`config.mk`:
```
export PLATFORM = sky130hd
export DESIGN_NAME = hsl_to_rgb_converter
export DESIGN_NICKNAME = d
export VERILOG_FILES = /design/src/rtl/hsl2rgb_pkg.sv /design/src/rtl/hsl_to_rgb_converter.sv
export SDC_FILE = /design/constraint.sdc
export NUM_CORES = 2
export LEC_CHECK = 0
export BUFFER_PORTS_ARGS = -buffer_cell sky130_fd_sc_hd__buf_2
export CORE_MARGIN = 3
export CORE_UTILIZATION = 42
export CTS_BUF_LIST = sky130_fd_sc_hd__clkbuf_4
export DETAILED_ROUTE_END_ITERATION = 10
export GPL_TIMING_DRIVEN = 0
export PLACE_DENSITY_LB_ADDON = 0.08
export SLEW_MARGIN = 25
export SYNTH_ARGS = -nofsm -noshare
export SYNTH_HDL_FRONTEND = slang
export SYNTH_SLANG_ARGS = --single-unit
```
`constraint.sdc`:
```
create_clock -name i_clk -period 11.5 [get_ports i_clk]
set_input_delay 2.3 -clock i_clk [delete_from_list [all_inputs] [get_ports i_clk]]
set_output_delay 2.3 -clock i_clk [all_outputs]
set_load 0.01 [all_outputs]
```
`src/rtl/hsl2rgb_pkg.sv`:
```
`timescale 1ns / 1ps
// ----------------------------------------------------------------------------
// HSL to RGB package
// Fixed-point widths, constants and transaction types for the converter.
// ----------------------------------------------------------------------------
package hsl2rgb_pkg;

    // Fixed-point scaling: 2^FRAC_BITS means 1.0
    localparam int FRAC_BITS = 12;
    localparam int ONE       = 1 << FRAC_BITS;

    // Port field widths
    localparam int HUE_W = 12;
    localparam int SL_W  = 13;
    localparam int OUT_W = 16;

    // Internal widths
    localparam int FX_W  = FRAC_BITS + 1;        // clamped s, l in [0, ONE]
    localparam int T_W   = FRAC_BITS + 2;        // hue position in thirds, < 3*ONE
    localparam int M_W   = 2 * FRAC_BITS + 1;    // m1, d scaled by ONE^2
    localparam int F_W   = FRAC_BITS + 1;        // ramp factor in [0, ONE]
    localparam int P_W   = M_W + F_W;            // product width
    localparam int V_W   = 3 * FRAC_BITS + 1;    // channel scaled by ONE^3
    localparam int SH    = 3 * FRAC_BITS - OUT_W; // bits dropped when scaling out
    localparam int Q_W   = V_W - SH;             // scaled channel before saturation

    localparam int NUM_CH = 3;                   // red, green, blue

    typedef struct packed {
        logic [HUE_W-1:0] hue_in;
        logic [SL_W-1:0]  saturation_in;
        logic [SL_W-1:0]  lightness_in;
    } t_hsl;

    typedef struct packed {
        logic [OUT_W-1:0] red_out;
        logic [OUT_W-1:0] green_out;
        logic [OUT_W-1:0] blue_out;
    } t_rgb;

endpackage

```
`src/rtl/hsl_to_rgb_converter.sv`:
```
`timescale 1ns / 1ps
// An accepted start reaches o_valid via r_s1_vld to r_s4_vld and r_out_vld.
// Throughput: one transaction per cycle; the five register stages each take one
// item, and the d*f multipliers of stage 3 set the longest path.
// busy stays low: results stream out on o_valid and are never held off.
// Reset (synchronous, active low) clears the stage valid bits; data is not cleared.
// ----------------------------------------------------------------------------
// HSL to RGB converter
// Five-stage pipeline converting hue/saturation/lightness to 16-bit RGB.
// ----------------------------------------------------------------------------
module hsl_to_rgb_converter (
    input  logic               i_clk,
    input  logic               i_rst_n,
    input  logic               start,
    output logic               busy,
    input  hsl2rgb_pkg::t_hsl  i_hsl,
    output logic               o_valid,
    output hsl2rgb_pkg::t_rgb  o_rgb
);
    import hsl2rgb_pkg::*;

    // ------------------------------------------------------------------
    // Stage registers
    // ------------------------------------------------------------------
    logic                  r_s1_vld, r_s2_vld, r_s3_vld, r_s4_vld, r_out_vld;
    logic                  n_s1_vld;

    logic [FX_W-1:0]       r_s1_l, r_s1_s;
    logic [M_W-1:0]        r_s1_ls;
    logic                  r_s1_low;
    logic [T_W-1:0]        r_s1_t [NUM_CH];

    logic [M_W-1:0]        r_s2_m1, r_s2_d;
    logic [F_W-1:0]        r_s2_f [NUM_CH];

    logic [M_W-1:0]        r_s3_m1;
    logic [P_W-1:0]        r_s3_p [NUM_CH];

    logic [V_W-1:0]        r_s4_v [NUM_CH];

    logic [OUT_W-1:0]      r_out_ch [NUM_CH];

    // Stage 1 next values
    logic [FX_W-1:0]       n_s1_l, n_s1_s;
    logic [M_W-1:0]        n_s1_ls;
    logic                  n_s1_low;
    logic [T_W-1:0]        n_s1_t [NUM_CH];
    logic [FRAC_BITS-1:0]  hue_w;
    logic [T_W-1:0]        th;
    logic [T_W:0]          th_r_sum, th_b_sum;
    logic [2*FX_W-1:0]     ls_full;

    // Stage 2 next values
    logic [M_W-1:0]        n_s2_m1, n_s2_d;
    logic [F_W-1:0]        n_s2_f [NUM_CH];
    logic [M_W-1:0]        l_sh, s_sh;
    logic [M_W:0]          m1_hi;
    logic [M_W-1:0]        sl_diff;

    // Stage 3 / 4 / 5 next values
    logic [P_W-1:0]        n_s3_p [NUM_CH];
    logic [V_W-1:0]        n_s4_v [NUM_CH];
    logic [OUT_W-1:0]      n_out_ch [NUM_CH];

    // Never stalls
    assign busy     = 1'b0;
    assign n_s1_vld = start && !busy;

    // ------------------------------------------------------------------
    // Stage 1: clamp, l*s, hue positions in thirds of a unit
    // ------------------------------------------------------------------
    always_comb begin
        n_s1_s   = (i_hsl.saturation_in > SL_W'(ONE)) ? FX_W'(ONE)
                                                      : i_hsl.saturation_in[FX_W-1:0];
        n_s1_l   = (i_hsl.lightness_in > SL_W'(ONE)) ? FX_W'(ONE)
                                                     : i_hsl.lightness_in[FX_W-1:0];
        n_s1_low = ({n_s1_l, 1'b0} <= (FX_W+1)'(ONE));
        ls_full  = n_s1_l * n_s1_s;
        n_s1_ls  = ls_full[M_W-1:0];

        // hue wraps modulo 1.0
        hue_w    = i_hsl.hue_in[FRAC_BITS-1:0];
        th       = {2'b00, hue_w} + {1'b0, hue_w, 1'b0};
        th_r_sum = {1'b0, th} + (T_W+1)'(ONE);
        th_b_sum = {1'b0, th} + (T_W+1)'(2 * ONE);
        if (th_r_sum >= (T_W+1)'(3 * ONE)) begin
            th_r_sum = th_r_sum - (T_W+1)'(3 * ONE);
        end
        if (th_b_sum >= (T_W+1)'(3 * ONE)) begin
            th_b_sum = th_b_sum - (T_W+1)'(3 * ONE);
        end
        n_s1_t[0] = th_r_sum[T_W-1:0];
        n_s1_t[1] = th;
        n_s1_t[2] = th_b_sum[T_W-1:0];
    end

    // ------------------------------------------------------------------
    // Stage 2: m1, d = m2 - m1, and ramp factor per channel
    // Channel = (m1*ONE + d*f), f in [0, ONE]
    // ------------------------------------------------------------------
    always_comb begin
        l_sh    = {r_s1_l, {FRAC_BITS{1'b0}}};
        s_sh    = {r_s1_s, {FRAC_BITS{1'b0}}};
        sl_diff = s_sh - r_s1_ls;
        m1_hi   = {1'b0, l_sh} - {1'b0, s_sh} + {1'b0, r_s1_ls};
        if (r_s1_low) begin
            n_s2_m1 = l_sh - r_s1_ls;
            n_s2_d  = {r_s1_ls[M_W-2:0], 1'b0};
        end else begin
            n_s2_m1 = m1_hi[M_W-1:0];
            n_s2_d  = {sl_diff[M_W-2:0], 1'b0};
        end
    end

    // Piecewise-linear ramp: rise, hold at m2, fall, hold at m1
    always_comb begin
        logic [T_W:0] two_t;
        logic [T_W-1:0] fall_d;
        for (int c = 0; c < NUM_CH; c++) begin
            two_t  = {r_s1_t[c], 1'b0};
            fall_d = T_W'(2 * ONE) - r_s1_t[c];
            if (two_t < (T_W+1)'(ONE)) begin
                n_s2_f[c] = two_t[F_W-1:0];
            end else if (two_t < (T_W+1)'(3 * ONE)) begin
                n_s2_f[c] = F_W'(ONE);
            end else if (r_s1_t[c] < T_W'(2 * ONE)) begin
                n_s2_f[c] = {fall_d[FRAC_BITS-1:0], 1'b0};
            end else begin
                n_s2_f[c] = '0;
            end
        end
    end

    // ------------------------------------------------------------------
    // Stage 3: d * f per channel
    // ------------------------------------------------------------------
    always_comb begin
        for (int c = 0; c < NUM_CH; c++) begin
            n_s3_p[c] = r_s2_d * r_s2_f[c];
        end
    end

    // ------------------------------------------------------------------
    // Stage 4: add m1 * ONE
    // ------------------------------------------------------------------
    always_comb begin
        for (int c = 0; c < NUM_CH; c++) begin
            n_s4_v[c] = {r_s3_m1, {FRAC_BITS{1'b0}}} + r_s3_p[c][V_W-1:0];
        end
    end

    // ------------------------------------------------------------------
    // Stage 5: scale to 16 bits, round half to even, saturate
    // ------------------------------------------------------------------
    always_comb begin
        logic [Q_W-1:0] q;
        logic [SH-1:0]  rem;
        logic           rnd_up;
        logic [Q_W:0]   q_rnd;
        for (int c = 0; c < NUM_CH; c++) begin
            q      = r_s4_v[c][V_W-1:SH];
            rem    = r_s4_v[c][SH-1:0];
            rnd_up = rem[SH-1] && ((|rem[SH-2:0]) || q[0]);
            q_rnd  = {1'b0, q} + (Q_W+1)'(rnd_up);
            if (|q_rnd[Q_W:OUT_W]) begin
                n_out_ch[c] = '1;
            end else begin
                n_out_ch[c] = q_rnd[OUT_W-1:0];
            end
        end
    end

    // ------------------------------------------------------------------
    // Valid pipeline
    // ------------------------------------------------------------------
    always_ff @(posedge i_clk) begin
        if (!i_rst_n) begin
            r_s1_vld  <= 1'b0;
            r_s2_vld  <= 1'b0;
            r_s3_vld  <= 1'b0;
            r_s4_vld  <= 1'b0;
            r_out_vld <= 1'b0;
        end else begin
            r_s1_vld  <= n_s1_vld;
            r_s2_vld  <= r_s1_vld;
            r_s3_vld  <= r_s2_vld;
            r_s4_vld  <= r_s3_vld;
            r_out_vld <= r_s4_vld;
        end
    end

    // ------------------------------------------------------------------
    // Data pipeline (no reset)
    // ------------------------------------------------------------------
    always_ff @(posedge i_clk) begin
        r_s1_l   <= n_s1_l;
        r_s1_s   <= n_s1_s;
        r_s1_ls  <= n_s1_ls;
        r_s1_low <= n_s1_low;
        r_s2_m1  <= n_s2_m1;
        r_s2_d   <= n_s2_d;
        r_s3_m1  <= r_s2_m1;
        for (int c = 0; c < NUM_CH; c++) begin
            r_s1_t[c]   <= n_s1_t[c];
            r_s2_f[c]   <= n_s2_f[c];
            r_s3_p[c]   <= n_s3_p[c];
            r_s4_v[c]   <= n_s4_v[c];
            r_out_ch[c] <= n_out_ch[c];
        end
    end

    assign o_valid         = r_out_vld;
    assign o_rgb.red_out   = r_out_ch[0];
    assign o_rgb.green_out = r_out_ch[1];
    assign o_rgb.blue_out  = r_out_ch[2];

    // ------------------------------------------------------------------
    // Assertions
    // ------------------------------------------------------------------
    // an accepted transaction enters stage 1
    a_enter: assert property (@(posedge i_clk) disable iff (!i_rst_n)
        (start && !busy) |=> r_s1_vld)
        else $error("accepted transaction did not enter stage 1");

    // a result only follows a valid stage 4
    a_out_src: assert property (@(posedge i_clk) disable iff (!i_rst_n)
        r_out_vld |-> $past(r_s4_vld))
        else $error("result strobe without a valid stage 4");

    // m2 = m1 + d never exceeds 1.0
    a_m2_range: assert property (@(posedge i_clk) disable iff (!i_rst_n)
        r_s2_vld |-> (({1'b0, r_s2_m1} + {1'b0, r_s2_d}) <= (M_W+1)'(ONE * ONE)))
        else $error("m2 above full scale");

    // ramp factor never exceeds 1.0
    a_f_range: assert property (@(posedge i_clk) disable iff (!i_rst_n)
        r_s2_vld |-> ((r_s2_f[0] <= F_W'(ONE)) && (r_s2_f[1] <= F_W'(ONE))
                      && (r_s2_f[2] <= F_W'(ONE))))
        else $error("ramp factor above full scale");

    // green channel value stays within 1.0 before scaling
    a_v_range: assert property (@(posedge i_clk) disable iff (!i_rst_n)
        r_s4_vld |-> (r_s4_v[1] <= (V_W'(1) << (3 * FRAC_BITS))))
        else $error("green channel above full scale");

endmodule
```
==> results.md <==
Run status:
- The flow ran to the end, and the final reports show no timing, DRC or antenna violations.

Clocking:
- The clock root buffer is sky130_fd_sc_hd__clkbuf_4.
- The number of buffers added by the clock tree synthesis step is 130.
- The clock tree buffer depth is 3.
- The number of instances resized during post-cts repair is 0.
- The clock tree from TritonCTS is done.
- The insertion delay to the later sink of the worst-skew pair is 1.04 ns.
- The H-tree generated during clock tree synthesis spans 4 levels.
- After clock tree synthesis, the flow added hold-fix buffers numbering 0.
- Once the clock tree was built, the setup fixing pass inserted 0 buffers.
- The number of clock sinks is 441.
- Clock-pin slew was measured on the worst setup and hold paths at 0.06 ns.

Critical path:
- The highest-delay cell along the critical path is sky130_fd_sc_hd__clkbuf_1.
- The largest incremental delay on the critical path is 0.51 ns.
- The endpoint type of the worst setup path is a flop.
- The startpoint identified for the worst register-to-register timing path is r_s2_d[11].
- The cell with the most instances on the worst path is sky130_fd_sc_hd__fa_1.
- The critical path starts at i_hsl[12].
- In this run the critical register-to-register path is captured at r_s3_p[0][111].
- The maximum fanout along the worst path is 10.
- The signal on the critical path passes through clkbuf_1 -> clkinv_1 -> clkbuf_1 -> nand2_1 -> clkinv_1 -> nand2_1 -> fa_1 -> fa_1 -> inv_1 -> fa_1 -> fa_1 -> inv_1 -> fa_1 -> inv_1 -> ha_1 -> a21o_1 -> a21o_1 -> a21oi_1 -> o22ai_1 -> a31oi_1 -> a211o_1 -> o21ai_0 -> a21oi_1 -> xnor2_1.
- The data arrival at the endpoint of the critical path is 9.26 ns.
- The startpoint-to-endpoint class of the critical path is in -> reg.
- The number of cells traversed by the worst register-to-register path is 20.
- STA puts the critical path data required time at 12.42 ns.
- Across all register-to-register paths, the minimum setup slack is 3.57 ns.
- The worst setup path is launched from a primary input.

Placement:
- Once detailed placement completed, the half-perimeter wirelength came to 126100 microns.
- In this run the cell area measured after placement is 52770 sq um.
- The routability-driven placement congestion ratio is 0.9046.
- During placement, the flow inserted port buffers numbering 88.
- The number of cells in the design after placement is 7324.

Final layout:
- The final instance count without filler cells is 7553.
- The synthesis-to-layout area growth is 8.097%.
- The proportion of layout cells with a drive suffix above 1 is 5.284%.
- For this run, the post-layout net count is 7185.
- The multi-input combinational cells in the finished layout cover a total of 36830 sq um.
- The number of fill cells is 12000.
- The post-route cell area is 54410 sq um.
- Registers take 8828 sq um.

Global routing:
- The via count of the first global-routing pass is 38130.
- The total congestion overflow after global routing is 0.
- The global-route wire length before repair is 231700 microns.
- Entering global routing, the biggest net connects 17 pins.
- The number of antenna violations at the first check in global routing is 19.
- Across every metal layer, demand over resource in global routing totals 24.53%.

Synth:
- In this run the mean area of a mapped cell was 8.930 sq um.
- The most repeated cell in the gate-level netlist after synthesis is sky130_fd_sc_hd__inv_1.
- The synthesized design contains 441 register bits.
- The fraction of registers with async set or reset after synthesis is 0%.
- Counting distinct cell types in the post-synthesis netlist gives 74.
- In the synthesized netlist the dominant register cell turns out to be sky130_fd_sc_hd__dfxtp_1.
- The number of instances in the synthesized netlist is 5636.
- Summing the sequential cell areas from Yosys gives 17.54% of the chip area.
- The post-synth net total is 6965.
- The number of synthesis warnings is 0.
- Yosys mapped a number of flops with a built-in enable equal to 0.
- Ranked by total cell area, the synthesized netlist is headed by sky130_fd_sc_hd__fa_1 (32%), sky130_fd_sc_hd__dfxtp_1 (18%), sky130_fd_sc_hd__ha_1 (12%).
- The largest area contributor in the synthesized netlist is sky130_fd_sc_hd__fa_1.
- The share of the synthesized area in the top cell type is 31.66%.
- Ranked by instance count, the synthesized netlist is headed by sky130_fd_sc_hd__inv_1 (992), sky130_fd_sc_hd__nand2_1 (839), sky130_fd_sc_hd__fa_1 (796), sky130_fd_sc_hd__ha_1 (492), sky130_fd_sc_hd__dfxtp_1 (441).
- The combined area of all synthesized cells is 50330 sq um.

Routing:
- After detailed routing, the number of remaining DRC violations is 0.
- The per-cell via count in the routed design is 5.055.
- After detailed routing, the average wire length per cell comes to 19.74 microns.
- The total length of routed wires is 149100 microns.
- The total vias in the final route is 38180.
- The DRC marker count from the first detailed-route iteration is 2543.
- Before antenna repair, the detailed router went through 6 iterations.
- The remaining number of nets flagged by the antenna check after routing is 0.

Die:
- The number of rows in the core area is 126.
- After floorplanning, the core was sized to cover 118600 sq um.
- In this run the count of I/O pins placed on the die edge is 91.
- The initial standard-cell utilization of the core is 42.45%.
- The chip height is 352.2 microns.
- The die is 352.2 microns wide.
- The overall die area is 124000 sq um.

Min path:
- The terminating pin of the worst hold path is r_s3_m1[8].
- Counting instances, the worst hold path has a depth of 0.
- The type of the most critical hold path is reg -> reg.
- The launch point of the worst hold path is r_s2_m1[8].

STA:
- Headroom to the max-slew limit came out at 28.50%.
- After routing, the total negative slack on setup checks comes to 0 ns.
- The final worst hold slack is 0.3004 ns.
- The final hold violation count is 0.
- The post-route fraction of the period consumed by the critical path is 72.44%.
- Counting I/O delays and the setup requirement, the final critical path takes 8.331 ns.
- The number of pins with negative max-slew slack in the final report was 0.
- The measured slew at the worst slew-check pin is 1.073 ns.
- The achievable frequency is 0.1200 GHz.
- Between clock sinks in the finished design, the worst skew comes to 0.06063 ns.
- Setup violations remaining at the end of the flow were counted as 0.
- Setup repair after global routing left no endpoint under its margin.

Job:
- The number of violations of the max-capacitance limit is 0.
flip-flops by register name (all words and copies together), names as in the netlist, 13 cells and up:
register  cells
r_s3_p      105
r_s1_ls      25
r_s1_l       13
r_s2_d       23
r_s2_f       36
r_s4_v      105
r_s2_m1      25
r_s1_s       13
r_s1_t       17
r_s3_m1      25
r_out_ch     48
metrics by stage:
stage | setup slack [ns] | util [%]
2_1_floorplan | 3.721 | -
3_3_place_gp | 2.223 | 44.51
3_5_place_dp | 2.224 | 44.51
4_1_cts | 3.382 | 45.87
5_1_grt | 2.856 | 45.88
6_report | 3.169 | 45.89
worst max-delay path, delay by kind of cell:
kind / cells / cell delay, ns
adder cells (fa/ha/maj): 6 / 2.75
AND/OR/NAND/NOR: 2 / 0.58
XOR/XNOR: 1 / 0.14
buffers and inverters: 7 / 1.88
AO/OA/AOI/OAI: 8 / 1.59
layout make-up:
| class | instances | area share, % |
|---|---|---|
| multi-input cells | 3954 | 67.70 |
| flip-flops and latches | 441 | 16.23 |
| inverters | 1007 | 6.948 |
| well taps | 1600 | 3.680 |
| clock buffers | 170 | 2.346 |
| plain buffers | 234 | 1.640 |
| repair buffers | 88 | 0.8095 |
| clock inverters | 49 | 0.6094 |
| diodes | 10 | 0.04600 |
worst max-delay path by stage:
| stage | end | slack, ns |
|---|---|---|
| final | r_s1_ls[24] | 3.17 |
| after global routing | r_s1_ls[24] | 2.86 |
| after CTS | r_s1_ls[24] | 3.38 |
| after detailed placement | r_s1_ls[24] | 2.22 |
| after global placement | r_s1_ls[24] | 2.22 |
| after floorplan | r_s1_ls[24] | 3.72 |
cell families (layout without fill, tap and decap cells):
family | Yosys count | after routing | share of synthesized area [%]
simple gates | 1710 | 1710 | 15.57
compound gates | 648 | 648 | 8.335
mux | 9 | 9 | 0.1815
other cells | 1 | 11 | 0.007451
flops | 441 | 441 | 17.54
buf+inv | 1241 | 1548 | 9.283
fa+ha+maj | 1288 | 1288 | 43.89
xor+xnor | 298 | 298 | 5.186
per-layer routing:
| layer | track usage (%) | wire length, microns | vias to the layer above |
|---|---|---|---|
| met1 | 37.02 | 71980 | 18890 |
| met3 | 4.075 | 10490 | 169 |
| met2 | 35.57 | 61980 | 1170 |
| met4 | 7.961 | 4635 | 2 |
| met5 | 0 | 20 | - |
| li1 | - | - | 17950 |
cell usage in the layout, fill, tap and decap left out, types with 90 or more instances in the layout:
cell and instances:
sky130_fd_sc_hd__a21o_1 127, sky130_fd_sc_hd__a21oi_1 198, sky130_fd_sc_hd__and2_1 315, sky130_fd_sc_hd__buf_2 90, sky130_fd_sc_hd__clkbuf_1 224, sky130_fd_sc_hd__clkbuf_4 170
sky130_fd_sc_hd__dfxtp_1 441, sky130_fd_sc_hd__fa_1 796, sky130_fd_sc_hd__ha_1 492, sky130_fd_sc_hd__inv_1 992, sky130_fd_sc_hd__nand2_1 839, sky130_fd_sc_hd__nor2_1 262
sky130_fd_sc_hd__o21ai_0 112, sky130_fd_sc_hd__xnor2_1 184, sky130_fd_sc_hd__xor2_1 114
Power is left out: the tool's default activity adds up to more than one toggle a clock period on the data nets, which glitch-free logic cannot reach.
